File: src/sv/tvc_pkg.sv
// Shared types and constants for the tetrahedron volume and circumdiameter block.
`default_nettype none
package tvc_pkg;

  localparam int IN_BITS     = 16;
  localparam int VOL_BITS    = 52;
  localparam int DIAM_BITS   = 24;
  localparam int VOL_FRAC    = 24;
  localparam int DIAM_FRAC   = 8;
  localparam int QUEUE_DEPTH = 4;

  typedef struct packed {
    logic signed [IN_BITS-1:0] a_x;
    logic signed [IN_BITS-1:0] a_y;
    logic signed [IN_BITS-1:0] a_z;
    logic signed [IN_BITS-1:0] b_x;
    logic signed [IN_BITS-1:0] b_y;
    logic signed [IN_BITS-1:0] b_z;
    logic signed [IN_BITS-1:0] c_x;
    logic signed [IN_BITS-1:0] c_y;
    logic signed [IN_BITS-1:0] c_z;
    logic signed [IN_BITS-1:0] d_x;
    logic signed [IN_BITS-1:0] d_y;
    logic signed [IN_BITS-1:0] d_z;
  } in_t;

  typedef struct packed {
    logic [VOL_BITS-1:0]  volume_out;
    logic [DIAM_BITS-1:0] diameter_out;
    logic                 degenerate;
  } out_t;

  // floor(n / 3) for n below 768, by reciprocal multiply
  function automatic logic [7:0] div3(input logic [9:0] n);
    logic [19:0] t;
    t = 20'(n) * 20'd683;
    return t[18:11];
  endfunction

endpackage
`default_nettype wire

File: src/sv/tvc_queue.sv
// Short transaction queue between the front and back pipelines.
`default_nettype none
module tvc_queue import tvc_pkg::*; #(
  parameter int WIDTH = 8
) (
  input  wire logic             clk,
  input  wire logic             rst_n,
  input  wire logic             push_valid,
  output logic                  push_ready,
  input  wire logic [WIDTH-1:0] push_data,
  output logic                  pop_valid,
  input  wire logic             pop_ready,
  output logic [WIDTH-1:0]      pop_data
);

  localparam int AW = $clog2(QUEUE_DEPTH);
  localparam int CW = $clog2(QUEUE_DEPTH+1);

  logic [WIDTH-1:0] mem_r [QUEUE_DEPTH];
  logic [AW-1:0]    wp_r, rp_r, wp_nxt, rp_nxt;
  logic [CW-1:0]    cnt_r, cnt_nxt;
  logic             push, pop;

  assign push_ready = (cnt_r != CW'(QUEUE_DEPTH));
  assign pop_valid  = (cnt_r != '0);
  assign push       = push_valid && push_ready;
  assign pop        = pop_valid && pop_ready;
  assign pop_data   = mem_r[rp_r];

  always_comb begin
    wp_nxt  = (wp_r == AW'(QUEUE_DEPTH-1)) ? '0 : wp_r + 1'b1;
    rp_nxt  = (rp_r == AW'(QUEUE_DEPTH-1)) ? '0 : rp_r + 1'b1;
    cnt_nxt = cnt_r + CW'(push) - CW'(pop);
  end

  always_ff @(posedge clk) begin
    if (!rst_n) begin
      wp_r  <= '0;
      rp_r  <= '0;
      cnt_r <= '0;
    end else begin
      if (push) wp_r <= wp_nxt;
      if (pop) rp_r <= rp_nxt;
      cnt_r <= cnt_nxt;
    end
  end

  always_ff @(posedge clk) begin
    if (push) mem_r[wp_r] <= push_data;
  end

`ifndef SYNTH
  a_cnt_bound: assert property (@(posedge clk) disable iff (!rst_n)
    cnt_r <= CW'(QUEUE_DEPTH)) else $error("queue count overflow");
  a_cnt_step: assert property (@(posedge clk) disable iff (!rst_n)
    push && !pop |=> cnt_r == $past(cnt_r) + 1'b1) else $error("queue count step");
`endif

endmodule
`default_nettype wire

File: config.mk
export PLATFORM = sky130hd
export DESIGN_NAME = tvc_queue
export DESIGN_NICKNAME = d
export VERILOG_FILES = /design/src/sv/tvc_pkg.sv /design/src/sv/tvc_queue.sv
export SDC_FILE = /design/constraint.sdc
export NUM_CORES = 1
export LEC_CHECK = 0
export BUFFER_PORTS_ARGS = -buffer_cell sky130_fd_sc_hd__buf_2
export CELL_PAD_IN_SITES_DETAIL_PLACEMENT = 1
export CELL_PAD_IN_SITES_GLOBAL_PLACEMENT = 1
export CORE_ASPECT_RATIO = 2
export CORE_MARGIN = 2
export CORE_UTILIZATION = 47
export CTS_CLUSTER_SIZE = 25
export DETAILED_ROUTE_END_ITERATION = 8
export PLACE_DENSITY_LB_ADDON = 0.05
export SLEW_MARGIN = 15
export SYNTH_ARGS = -nofsm -noshare
export SYNTH_HDL_FRONTEND = slang
export SYNTH_SLANG_ARGS = --single-unit
File: constraint.sdc
create_clock -name clk -period 3.1 [get_ports clk]
set_clock_uncertainty 0.15 [all_clocks]
set_input_delay 0 -clock clk [delete_from_list [all_inputs] [get_ports clk]]
set_output_delay 0 -clock clk [all_outputs]
set_load 0.05 [all_outputs]
## Yosys cells after proc, flatten, opt, wreduce, memory -nomap -nowiden

Memory sizes are Yosys's and may differ from the RTL's. A register that Yosys moved wholly into a read port is not among the register bits.
Index checks and enable logic that the tools add are counted.

| word-level totals | value |
|---|---|
| flip-flop bits (word level) | 7 |
| bits in latches | 0 |
| bits in writable memories | 32 |
| memory bits (read-only) | 0 |
| input bits | 12 |
| output and inout bits | 10 |
| logic and storage cells | 20 |
| memories kept | 1 |

| operators by class | value |
|---|---|
| add/subtract/negate cells | 4 |
| multipliers | 0 |
| divide/modulo/power cells | 0 |
| $lt $le $gt $ge | 0 |
| eq/ne operators | 3 |
| shifts and indexed selects | 0 |
| mux-type cells | 6 |
| bitwise gates (word level) | 0 |
| reduce and logical (&&, ||, !) cells | 3 |

Memories:

| name | depth | width | rd ports | clocked after Yosys merged registers in | write ports | RTL line | RTL |
|---|---|---|---|---|---|---|---|
| mem_r | 4 | 8 | 1 | 1 | 1 | tvc_queue.sv:19 | `logic [WIDTH-1:0] mem_r [QUEUE_DEPTH];` |

Operators by type and width:

| kind | number |
|---|---|
| 2-to-1 mux 2 bit | 4 |
| adder 2 x 1 -> 2 bit, second input constant | 2 |
| equality test 2 bit, second input constant | 2 |
| adder 3 x 1 -> 3 bit | 1 |
| != test 3 bit, second input constant | 1 |
| nonzero test 3 bit | 1 |
| subtractor 3 x 1 -> 3 bit | 1 |
| logical AND 1 bit | 2 |
| 2-to-1 mux 1 bit | 2 |

## Longest topological paths before layout

Gate-level depths: netlist (run 1).

| depth | value |
|---|---|
| word-level depth | 4 |
| mapped depth | 12 |
| mapped depth without buffers | 11 |

## Worst setup path after synthesis (run 1)

OpenSTA, ideal clock, no wires.

| timing | value |
|---|---|
| path type | flip-flop to flip-flop |
| from | register cnt_r[1] |
| to | register cnt_r[2] |
| arrival | 2.295 ns |
| path slack | 0.540 ns |
| cell stages (with the launch flop) | 13 |
| cell sequence | dfxtp_1 -> or3b_1 -> buf_6 -> and2_4 -> inv_1 -> ha_1 -> inv_1 -> ha_1 -> inv_1 -> fa_1 -> xnor2_1 -> xnor2_1 -> and2_1 |

| on the way | value |
|---|---|
| word-level cells in the longest chain between the ends | 4 |
| elaborated cells between the ends (all ways) | 6 |

Ends and longest elaborated chain:

| item | RTL line | RTL |
|---|---|---|
| start: declaration | tvc_queue.sv:21 | `logic [CW-1:0] cnt_r, cnt_nxt;` |
| start signal: assignment | tvc_queue.sv:44 | `cnt_r <= cnt_nxt;` |
| != test 3 bit | tvc_queue.sv:24 | `assign push_ready = (cnt_r != CW'(QUEUE_DEPTH));` |
| named net push_ready | tvc_queue.sv:9 | `output logic push_ready,` |
| logical AND 1 bit | tvc_queue.sv:26 | `assign push = push_valid && push_ready;` |
| adder 3 x 1 -> 3 bit | tvc_queue.sv:33 | `cnt_nxt = cnt_r + CW'(push) - CW'(pop);` |
| subtractor 3 x 1 -> 3 bit | tvc_queue.sv:33 |  |

The timed path passes the listed nets, and every way through them passes these cells.
A chain may end at the register's enable or synchronous reset.

## Final worst setup path (run 1)

| timing | value |
|---|---|
| from | register cnt_r[1] |
| to | register cnt_r[2] |

| on the way | value |
|---|---|
| word-level cells in the longest chain between the ends | 4 |
| elaborated cells between the ends (all ways) | 6 |

Ends and longest elaborated chain:

| item | RTL line |
|---|---|
| != test 3 bit | tvc_queue.sv:24 |
| logical AND 1 bit | tvc_queue.sv:26 |
| adder 3 x 1 -> 3 bit | tvc_queue.sv:33 |
| subtractor 3 x 1 -> 3 bit * | tvc_queue.sv:33 |

Mark *: on every way between the ends. The rest lies on a longest branch, timed or not.

==> key figures, run 1 <==
Outcome
  • Result of the run: completed

CTS
  • Worst-skew pair later-pin latency: 0.29 ns
  • Number of clock sinks seen by CTS: 41
  • Number of buffers on the longest clock path: 2
  • Cell at the root of the clock tree: sky130_fd_sc_hd__clkbuf_8
  • Register clock-pin slew on the reported worst setup and hold paths: 0.08 ns
  • Post-CTS Setup Repair Bufs: 0
  • Clock buffer count from CTS: 5
  • CTS tree: done
  • CTS H-tree depth: 2

Cells and area
  • Fillcell total: around 330
  • Final core utilization: roughly three fifths
  • ANT cells: 0
  • Ratio of cells with drive above 1 in the final layout: 31.8%
  • Layout Cells excl Fill: 164
  • Area growth from synthesis to layout: 21.8%
  • Final net count: 151

Drt
  • Total wire length: 2820 um
  • Pre-Repair DR Iteration Count: 4
  • Count of unresolved DRC violations after routing: 0
  • Mean routed wirelength per cell: 17.2 um
  • Vias: 887
  • Average via count per standard cell: 5.41
  • Antenna Violating Nets Remaining: 0
  • DRT iter0 DRCs: 19

Critical path
  • Path type of the worst setup path: flip-flop to flip-flop
  • Setup slack, reg-to-reg: 0.45 ns
  • Launching point of the worst reg2reg path: cnt_r[1]
  • Critical path startpoint category: flip-flop
  • R2r worst-path depth: 11
  • Maximum fanout count along the critical path: 7
  • Worst Setup SP: cnt_r[1]
  • Setup crit end kind: flip-flop
  • Worst reg2reg path endpoint: cnt_r[2]
  • Data arrival at the endpoint of the critical path: 2.69 ns
  • CP required: 3.14 ns

Placed design
  • Total instance count after detailed placement: 144
  • Weighted congestion at the end of routability-driven global placement: ~0.66
  • IO buf count: 21
  • HPWL after detailed placement: 1990 um

STA
  • Maximum clock frequency: 0.378 GHz
  • Worst-case headroom to the max-slew limit: 63.5%
  • Final Hold Violating Endpoints: 0
  • Clock period minus worst slack: 2.65 ns
  • Fin Setup TNS: 0 ns
  • Final worst hold slack: 0.0332 ns
  • Actual slew at the worst max-slew pin: 0.547 ns
  • Max Transition Viols Final: 0
  • Total of endpoints with negative setup slack in the final report: 0
  • Setup repair after global routing missed its margin: no
  • Fraction of the cycle the final worst path needs: a little under nine tenths

Synth
  • Synth top area share: approximately 59%
  • Post-synthesis cell type with the largest combined area: sky130_fd_sc_hd__edfxtp_1
  • Share of synthesized cell area in and, or, nand and nor gates: 6.95%
  • Number of warnings issued by yosys: 0
  • Net count after synthesis: 114
  • Synthesized area per cell: around 17 sq um
  • Fraction of synthesized cell area in xor and xnor cells: roughly 1.1%
  • Cell with the most instances after synthesis: sky130_fd_sc_hd__edfxtp_1
  • Number of enable-type register cells in the synthesized netlist: 32
  • Most instantiated cells after synthesis: sky130_fd_sc_hd__edfxtp_1, sky130_fd_sc_hd__dfxtp_1, sky130_fd_sc_hd__mux4_2
  • Count of cell types in the netlist: 26
  • Main combinational cell family by area after synthesis: multiplexers
  • Mapped Area: 1640 sq um
  • Complex-gate fraction of the synthesized area: 1.37%
  • Portion of netlist area occupied by mux cells: 11.6%
  • Primary FF master, synth: sky130_fd_sc_hd__edfxtp_1
  • Sequential cell area fraction in the yosys report: 69.6%
  • Post-synthesis adder-cell area fraction: 6.56%
  • Number of storage elements in the synthesis netlist: 41
  • Ranking of synthesized cells by area: sky130_fd_sc_hd__edfxtp_1, sky130_fd_sc_hd__dfxtp_1, sky130_fd_sc_hd__mux4_2, sky130_fd_sc_hd__ha_1, sky130_fd_sc_hd__inv_1
  • Gate Count Post-Synth: 94
  • Share of flip-flops with an asynchronous set or reset: 0%

Global routing
  • Number of global-route vias before repair: 960
  • Initial antenna violation count: 0
  • First-pass GRT wire length: 4420 um
  • Total global-route track usage: between 10% and 20%
  • GRT Residual Overflow: 0
  • Pin count of the biggest net entering global routing: 15

Power
  • Peak VDD IR: 430 uV
  • Areal power density over the cells: roughly 840 nW/um^2
  • Standby leakage power: 0.759 nW
  • Post-layout power: 1.67 mW

Worst hold path
  • Terminating pin of the worst hold path: rp_r[0]
  • Type of the worst min-delay path: input port to flip-flop
  • WHS Path Cells: 4
  • Hold path start: pop_ready

Job
  • Maximum Capacitance Violations: 0

Floorplan
  • Die width: between 40 and 50 um
  • Number of core rows: 30
  • Die Footprint: 4000 sq um
  • Core Area: 3380 sq um
  • Effective utilization at floorplan: roughly half
  • Die height: roughly 88 um
  • Top-Level Pins: 22
==> layout make-up <==
| class | count | area [sq um] | area share (%) |
|---|---|---|---|
| timing repair buffer | 34 | 233 | 11.7 |
| tap | 32 | 40.0 | 2.01 |
| clock buffer | 6 | 93.8 | 4.70 |
| inverter | 6 | 22.5 | 1.13 |
| sequential | 41 | 1140 | 57.1 |
| clock inverter | 2 | 15.0 | 0.752 |
| multi-input combinational | 43 | 452 | 22.6 |
==> how the worst max path moves through the flow <==
stage / slack, ns / cells after the start / to
2_1_floorplan: 0.54 / 12 / cnt_r[2]
3_3_place_gp: 0.57 / 11 / cnt_r[2]
3_5_place_dp: 0.45 / 11 / cnt_r[2]
4_1_cts: 0.43 / 11 / cnt_r[2]
5_1_grt: 0.29 / 11 / cnt_r[2]
6_report: 0.45 / 11 / cnt_r[2]
==> critical path: stages (launching register included) <==
cell                      delay (ns)
sky130_fd_sc_hd__dfxtp_1        0.37
sky130_fd_sc_hd__or3b_1         0.49
sky130_fd_sc_hd__and2_4         0.21
sky130_fd_sc_hd__inv_1          0.05
sky130_fd_sc_hd__ha_1           0.22
sky130_fd_sc_hd__inv_1          0.05
sky130_fd_sc_hd__ha_1           0.13
sky130_fd_sc_hd__inv_1          0.05
sky130_fd_sc_hd__fa_1           0.37
sky130_fd_sc_hd__xnor2_1        0.21
sky130_fd_sc_hd__xnor2_1        0.09
sky130_fd_sc_hd__and2_1         0.15
==> through the flow <==
step                      area, sq um  setup WS (ns)
after floorplan                  1640          0.540
after global placement           1770          0.567
after detailed placement         1770          0.452
after CTS                        2000          0.430
after global routing             2000          0.294
final                            2000          0.454
==> placed cells by master (no fill, tap or decap) <==
cell	netlist	final
sky130_fd_sc_hd__and3_1	2	2
sky130_fd_sc_hd__buf_2	1	21
sky130_fd_sc_hd__o21ai_0	2	2
sky130_fd_sc_hd__nand2_1	5	5
sky130_fd_sc_hd__buf_4	0	1
sky130_fd_sc_hd__o31ai_1	1	1
sky130_fd_sc_hd__o21ai_1	1	1
sky130_fd_sc_hd__clkbuf_8	0	5
sky130_fd_sc_hd__edfxtp_1	32	32
sky130_fd_sc_hd__and2_1	2	2
sky130_fd_sc_hd__and3_2	2	2
sky130_fd_sc_hd__nor2_1	2	2
sky130_fd_sc_hd__dfxtp_1	9	9
sky130_fd_sc_hd__fa_1	1	1
sky130_fd_sc_hd__inv_1	6	6
sky130_fd_sc_hd__and2_4	1	1
sky130_fd_sc_hd__nand3_1	2	2
sky130_fd_sc_hd__nand4_1	1	1
sky130_fd_sc_hd__nor2b_1	1	1
sky130_fd_sc_hd__or3b_1	1	1
sky130_fd_sc_hd__dlygate4sd3_1	0	12
sky130_fd_sc_hd__clkinv_4	0	1
sky130_fd_sc_hd__inv_4	0	1
sky130_fd_sc_hd__mux2i_1	1	1
sky130_fd_sc_hd__clkbuf_16	0	1
sky130_fd_sc_hd__xnor2_1	2	2
sky130_fd_sc_hd__or3_2	1	1
sky130_fd_sc_hd__ha_1	7	7
sky130_fd_sc_hd__mux4_2	8	8
==> report_power, final <==
| group | leakage, nW | internal, mW | switching (mW) |
|---|---|---|---|
| Combinational | 0.335 | 0.203 | 0.342 |
| Clock | 0.0569 | 0.209 | 0.182 |
| Sequential | 0.367 | 0.672 | 0.0653 |
| Total | 0.759 | 1.08 | 0.590 |
==> state kept, by name, summed over array words and instances (netlist names), named ones only <==
name	cells
mem_r	32
cnt_r	3
rp_r	2
wp_r	2
==> logic make-up after synthesis <==
kind of cell / after synthesis
xor gates and xnor gates: 2
adders and majority gates: 8
muxes: 9
AOI/OAI and AO/OA: 4
buffers and inverters: 10
DFF: 41
and+or+nand+nor: 20
==> repair_timing <==
item                      4_1_cts  5_1_grt
hold buffers                   12        0
gates resized for setup         0        0
hold endpoints to repair       41        0
==> layer usage <==
layer,track usage (%),routed length (um),vias to the layer above
li1,-,-,424
met1,16.6,1050,430
met2,28.3,1580,24
met3,3.32,83,9
met4,10.1,102,0
met5,0,0,-
No activity file was read; power rests on OpenSTA's default activity.
==> inputs of run 2 (changes only) <==
--- a/config.mk
+++ b/config.mk
@@ -13,7 +13,7 @@
 export CORE_UTILIZATION = 47
 export CTS_CLUSTER_SIZE = 25
 export DETAILED_ROUTE_END_ITERATION = 8
-export PLACE_DENSITY_LB_ADDON = 0.05
+export PLACE_DENSITY = 0.81
 export SLEW_MARGIN = 15
 export SYNTH_ARGS = -nofsm -noshare
 export SYNTH_HDL_FRONTEND = slang
==> key figures, run 2 (synthesis gave the netlist of run 1 again) <==
Outcome
  • Result of the run: completed

Cells and area
  • Largest register FFs: 32
  • Register with the most flip-flops: mem_r
  • Ratio of cells with drive above 1 in the final layout: between 30% and 40%
  • Most frequent cells in the layout: sky130_fd_sc_hd__edfxtp_1, sky130_fd_sc_hd__buf_2, sky130_fd_sc_hd__dlygate4sd3_1, sky130_fd_sc_hd__dfxtp_1, sky130_fd_sc_hd__mux4_2
  • Leading registers by flop count: mem_r x32, cnt_r x3
  • Area growth from synthesis to layout: 20.0%
  • Final net count: 150
  • Fillcell total: 340
  • Layout Cells excl Fill: ~160
  • ANT cells: 0
  • Leading cell type in the layout, fill and taps excluded: sky130_fd_sc_hd__edfxtp_1

Floorplan
  • Top-Level Pins: 22
  • Core Area: around 3400 sq um
  • Number of core rows: 30
  • Die width: 45.8 um
  • Die Footprint: 4000 sq um
  • Effective utilization at floorplan: 48.5%
  • Die height: between 80 and 90 um

Critical path
  • Setup crit end kind: flip-flop
  • Path type of the worst setup path: flip-flop to flip-flop
  • Data arrival at the endpoint of the critical path: 2.68 ns
  • Maximum fanout count along the critical path: 7
  • CP required: ~3.1 ns
  • Cell repeated most along the worst path: sky130_fd_sc_hd__inv_1
  • Largest stage delay, worst path: 0.50 ns
  • Critical path startpoint category: flip-flop
  • CP max stage cell: sky130_fd_sc_hd__or3b_1
  • Crit path cell chain: or3b_1 > and2_4 > inv_1 > ha_1 > inv_1 > ha_1 > inv_1 > fa_1 > xnor2_1 > xnor2_1 > and2_1

Placed design
  • IO buf count: 21
  • Total instance count after detailed placement: 143
  • Weighted congestion at the end of routability-driven global placement: between 0.6 and 0.7
  • HPWL after detailed placement: approximately 2100 um

Power
  • Standby leakage power: 0.742 nW
  • Areal power density over the cells: 820 nW/um^2
  • Peak VDD IR: 544 uV

Worst hold path
  • Type of the worst min-delay path: input port to flip-flop

Global routing
  • Total global-route track usage: between 15 and 20%
  • GRT Residual Overflow: 0
  • First-pass GRT wire length: 4640 um
  • Initial antenna violation count: 0
  • Number of global-route vias before repair: 1,023
  • Pin count of the biggest net entering global routing: 14

STA
  • Worst-case headroom to the max-slew limit: between 50 and 60%
  • Total of endpoints with negative setup slack in the final report: 0
  • Fraction of the cycle the final worst path needs: around 85%
  • Final Hold Violating Endpoints: 0
  • Maximum clock frequency: 0.378 GHz
  • Fin Setup TNS: 0 ns
  • Max Transition Viols Final: 0
  • Setup repair after global routing missed its margin: no
  • Actual slew at the worst max-slew pin: ~0.63 ns
  • Clock period minus worst slack: 2.64 ns

CTS
  • Cts repair resizes: 0
  • Number of buffers on the longest clock path: 2
  • CTS H-tree depth: 2
  • Clock buffer count from CTS: 5
  • CTS tree: done
  • Cell at the root of the clock tree: sky130_fd_sc_hd__clkbuf_8
  • Register clock-pin slew on the reported worst setup and hold paths: 0.08 ns
  • Post-CTS Setup Repair Bufs: 0
  • Hold buffers post-CTS: 12
  • Number of clock sinks seen by CTS: 41
  • Worst-skew pair later-pin latency: 0.29 ns

Drt
  • DRT iter0 DRCs: 20
  • Pre-Repair DR Iteration Count: 3
  • Mean routed wirelength per cell: 18.5 um
  • Total wire length: 3010 um
  • Average via count per standard cell: about 5.6
  • Antenna Violating Nets Remaining: 0
  • Count of unresolved DRC violations after routing: 0
  • Vias: 916

Job
  • Maximum Capacitance Violations: 0
[run 2: cell count changes in the layout (fill, tap and decap cells not counted), sizes merged]
cell	change
inv	-1
clkbuf	-1
clkinv	+1
buf	-1
clkinvlp	+1
[run 2: layer usage]
| metal | global-route usage [%] | vias up | part of all wire [%] |
|---|---|---|---|
| li1 | - | 422 | - |
| met5 | 0 | - | 0 |
| met2 | 32.9 | 24 | 60 |
| met1 | 14.5 | 461 | 34 |
| met4 | 9.09 | 0 | 2.6 |
| met3 | 5.19 | 9 | 3.7 |
[run 2: worst paths after layout]
path              from        to  slack (ns)  depth (start not counted)
max           cnt_r[1]  cnt_r[2]        0.46                         11
min reg2reg    wp_r[1]   wp_r[1]        0.36                          2
max reg2reg   cnt_r[1]  cnt_r[2]        0.46                         11
min          pop_ready   rp_r[1]        0.05                          3
[run 2: worst max-delay path: cells and delay by family, from the launching register on]
kind | cells | cell delay [ns]
xor+xnor | 2 | 0.28
fa+ha+maj | 3 | 0.71
buf+inv | 3 | 0.15
flops | 1 | 0.37
simple gates | 3 | 0.87
[run 2: power by group]
| group | switching (mW) | total (mW) | leakage [nW] | internal, mW |
|---|---|---|---|---|
| clock network | 0.179 | 0.334 | 0.0439 | 0.155 |
| logic | 0.343 | 0.539 | 0.331 | 0.197 |
| registers | 0.0671 | 0.740 | 0.367 | 0.673 |
[run 2: layout make-up]
type	count	area (sq um)	area share, %
inverters	6	22.5	1.15
multi-input cells	43	452	23.0
repair buffers	33	225	11.5
clock inverters	3	17.5	0.891
clock buffers	5	68.8	3.50
flip-flops and latches	41	1140	58.0
well taps	32	40.0	2.04
[run 2: metrics by stage]
stage / power [mW] / utilization, % / area [sq um] / hold WS [ns] / setup WS (ns)
detailed placement: 1.28 / 52.1 / 1760 / 0.0715 / 0.408
floorplan: 1.16 / - / 1640 / -0.0511 / 0.540
CTS: 1.63 / 58.2 / 1970 / 0.0568 / 0.415
finish: 1.61 / 58.2 / 1970 / 0.0474 / 0.458
global route: 1.69 / 58.2 / 1970 / 0.0740 / 0.293
global placement: 1.25 / 52.1 / 1760 / 0.0597 / 0.572
==> inputs of run 3 (changes only) <==
--- a/config.mk
+++ b/config.mk
@@ -6,7 +6,7 @@
 export NUM_CORES = 1
 export LEC_CHECK = 0
 export BUFFER_PORTS_ARGS = -buffer_cell sky130_fd_sc_hd__buf_2
-export CELL_PAD_IN_SITES_DETAIL_PLACEMENT = 1
+export CELL_PAD_IN_SITES_DETAIL_PLACEMENT = 0
 export CELL_PAD_IN_SITES_GLOBAL_PLACEMENT = 1
 export CORE_ASPECT_RATIO = 2
 export CORE_MARGIN = 2
==> key figures, run 3 (synthesis gave the netlist of run 1 again) <==
Drt
  • Routed length on met1: 994 um
  • Detailed route wirelength on metal2: 1460 um
  • Antenna Violating Nets Remaining: 0
  • Top routing layer in use: met4
  • Count of unresolved DRC violations after routing: 0
  • Pre-Repair DR Iteration Count: 3
  • Mean routed wirelength per cell: between 15 and 20 um
  • Vias: 882
  • Total wire length: between 2000 and 3000 um
  • DRT iter0 DRCs: 13
  • Average via count per standard cell: 5.41
  • Metal3 WL: around 76 um

Global routing
  • Total global-route track usage: roughly 15%
  • Pin count of the biggest net entering global routing: 14
  • First-pass GRT wire length: 4060 um
  • Initial antenna violation count: 0
  • GRT Residual Overflow: 0
  • Number of global-route vias before repair: between 900 and 1,000

Power
  • Design internal power: 1.13 mW
  • Standby leakage power: 0.755 nW
  • Peak VDD IR: 592 uV
  • Share of total power in the clock network: 25.7%
  • Logic gate share of total power: 30.9%
  • Sequential group share of total power: 43.3%
  • Post-layout power: 1.70 mW
  • Switching share of total power: 33.7%
  • Net switching power of the design: 0.573 mW
  • Areal power density over the cells: 851 nW/um^2

STA
  • Max Transition Viols Final: 0
  • Actual slew at the worst max-slew pin: between 0.5 and 0.6 ns
  • Maximum clock frequency: 0.384 GHz
  • Final Hold Violating Endpoints: 0
  • Setup repair after global routing missed its margin: no
  • Worst-case headroom to the max-slew limit: 60.6%
  • Fraction of the cycle the final worst path needs: 84.1%
  • Fin Setup TNS: 0 ns
  • Clock period minus worst slack: 2.61 ns
  • Total of endpoints with negative setup slack in the final report: 0

Floorplan
  • Number of core rows: 30
  • Die height: approximately 90 um
  • Core Area: 3380 sq um
  • Effective utilization at floorplan: 48.5%
  • Die width: between 40 and 50 um
  • Top-Level Pins: 22
  • Die Footprint: 4000 sq um

Critical path
  • Worst Setup SP: cnt_r[1]
  • Setup slack, reg-to-reg: 0.49 ns
  • Path type of the worst setup path: flip-flop to flip-flop
  • CP max stage cell: sky130_fd_sc_hd__or3b_1
  • Worst reg2reg path endpoint: cnt_r[2]
  • Critical path startpoint category: flip-flop
  • Setup crit end kind: flip-flop
  • R2r worst-path depth: 11
  • Maximum fanout count along the critical path: 7
  • CP required: 3.14 ns
  • Cell repeated most along the worst path: sky130_fd_sc_hd__inv_1
  • Crit path cell chain: or3b_1 > and2_4 > inv_1 > ha_1 > inv_1 > ha_1 > inv_1 > fa_1 > xnor2_1 > xnor2_1 > and2_1
  • Launching point of the worst reg2reg path: cnt_r[1]
  • Largest stage delay, worst path: 0.49 ns
  • Data arrival at the endpoint of the critical path: 2.64 ns

Cells and area
  • Leading cell type in the layout, fill and taps excluded: sky130_fd_sc_hd__edfxtp_1
  • ANT cells: 0
  • Ratio of cells with drive above 1 in the final layout: 31.3%
  • Largest register FFs: 32
  • Final net count: 150
  • Leading registers by flop count: mem_r x32, cnt_r x3
  • Layout Cells excl Fill: 163
  • Register with the most flip-flops: mem_r
  • Area growth from synthesis to layout: 22.1%
  • Most frequent cells in the layout: sky130_fd_sc_hd__edfxtp_1, sky130_fd_sc_hd__buf_2, sky130_fd_sc_hd__dlygate4sd3_1, sky130_fd_sc_hd__dfxtp_1, sky130_fd_sc_hd__mux4_2

CTS
  • Clock buffer count from CTS: 5
  • CTS H-tree depth: 2
  • Cell at the root of the clock tree: sky130_fd_sc_hd__clkbuf_8
  • Post-CTS Setup Repair Bufs: 0
  • CTS tree: done
  • Worst-skew pair later-pin latency: 0.29 ns
  • Number of buffers on the longest clock path: 2
  • Number of clock sinks seen by CTS: 41
  • Register clock-pin slew on the reported worst setup and hold paths: 0.08 ns

Placed design
  • IO buf count: 21
  • Weighted congestion at the end of routability-driven global placement: 0.677
  • HPWL after detailed placement: 1740 um
  • Total instance count after detailed placement: about 140

Worst hold path
  • WHS Path Cells: 3
  • Hold path start: pop_ready
  • Type of the worst min-delay path: input port to flip-flop
  • Terminating pin of the worst hold path: rp_r[0]

Job
  • Maximum Capacitance Violations: 0

Outcome
  • Result of the run: completed
-- run 3: changes by cell type in the layout (fill, tap and decap cells not counted), sizes merged --
cell / before / now
bufinv: 0 / 1
clkbuf: 5 / 6
clkinv: 2 / 0
-- run 3: layout make-up --
cell class | count | area [sq um]
Clock inverter | 2 | 37.5
Tap cell | 32 | 40.0
Multi-Input combinational cell | 43 | 452
Sequential cell | 41 | 1140
Clock buffer | 6 | 82.6
Inverter | 6 | 22.5
Timing Repair Buffer | 33 | 225
Fill cell | 284 | 1380
-- run 3: worst max-delay path, delay by kind of cell, from the launching register on --
| kind | cells | cell delay (ns) |
|---|---|---|
| and+or+nand+nor | 3 | 0.85 |
| adders and majority gates | 3 | 0.73 |
| DFF | 1 | 0.37 |
| xor gates and xnor gates | 2 | 0.27 |
| buffers and inverters | 3 | 0.14 |
-- run 3: power groups by stage --
stage	clock network (mW)	logic, mW	registers (mW)
final	0.438	0.527	0.738
after global routing	0.462	0.567	0.751
after CTS	0.443	0.533	0.741
after detailed placement	0	0.514	0.752
after global placement	0	0.505	0.746
after floorplan	0	0.453	0.711
-- run 3: per-stage QoR --
stage	area, sq um	utilization, %	setup WS (ns)	hold WS [ns]
2_1_floorplan	1640	-	0.540	-0.0511
3_3_place_gp	1760	52.1	0.572	0.0597
3_5_place_dp	1760	52.1	0.491	0.0701
4_1_cts	2000	59.2	0.464	0.0153
5_1_grt	2000	59.2	0.315	0.0483
6_report	2000	59.2	0.493	0.0148
-- run 3: worst max-delay path by stage --
stage / depth (start not counted) / to / slack, ns
detailed placement: 11 / cnt_r[2] / 0.49
global placement: 11 / cnt_r[2] / 0.57
CTS: 11 / cnt_r[2] / 0.46
floorplan: 12 / cnt_r[2] / 0.54
finish: 11 / cnt_r[2] / 0.49
global route: 10 / cnt_r[2] / 0.32
-- run 3: routing by layer --
layer  vias to the layer above  GRT usage, %
met3                         7          3.73
met4                         0          10.1
met2                        18          26.5
li1                        422             -
met1                       435          14.7
met5                         -             0
-- run 3: timing repair --
item                                   CTS  global route
hold buffers                            12             0
resized for setup                        0             0
endpoints found under the hold margin   41             0
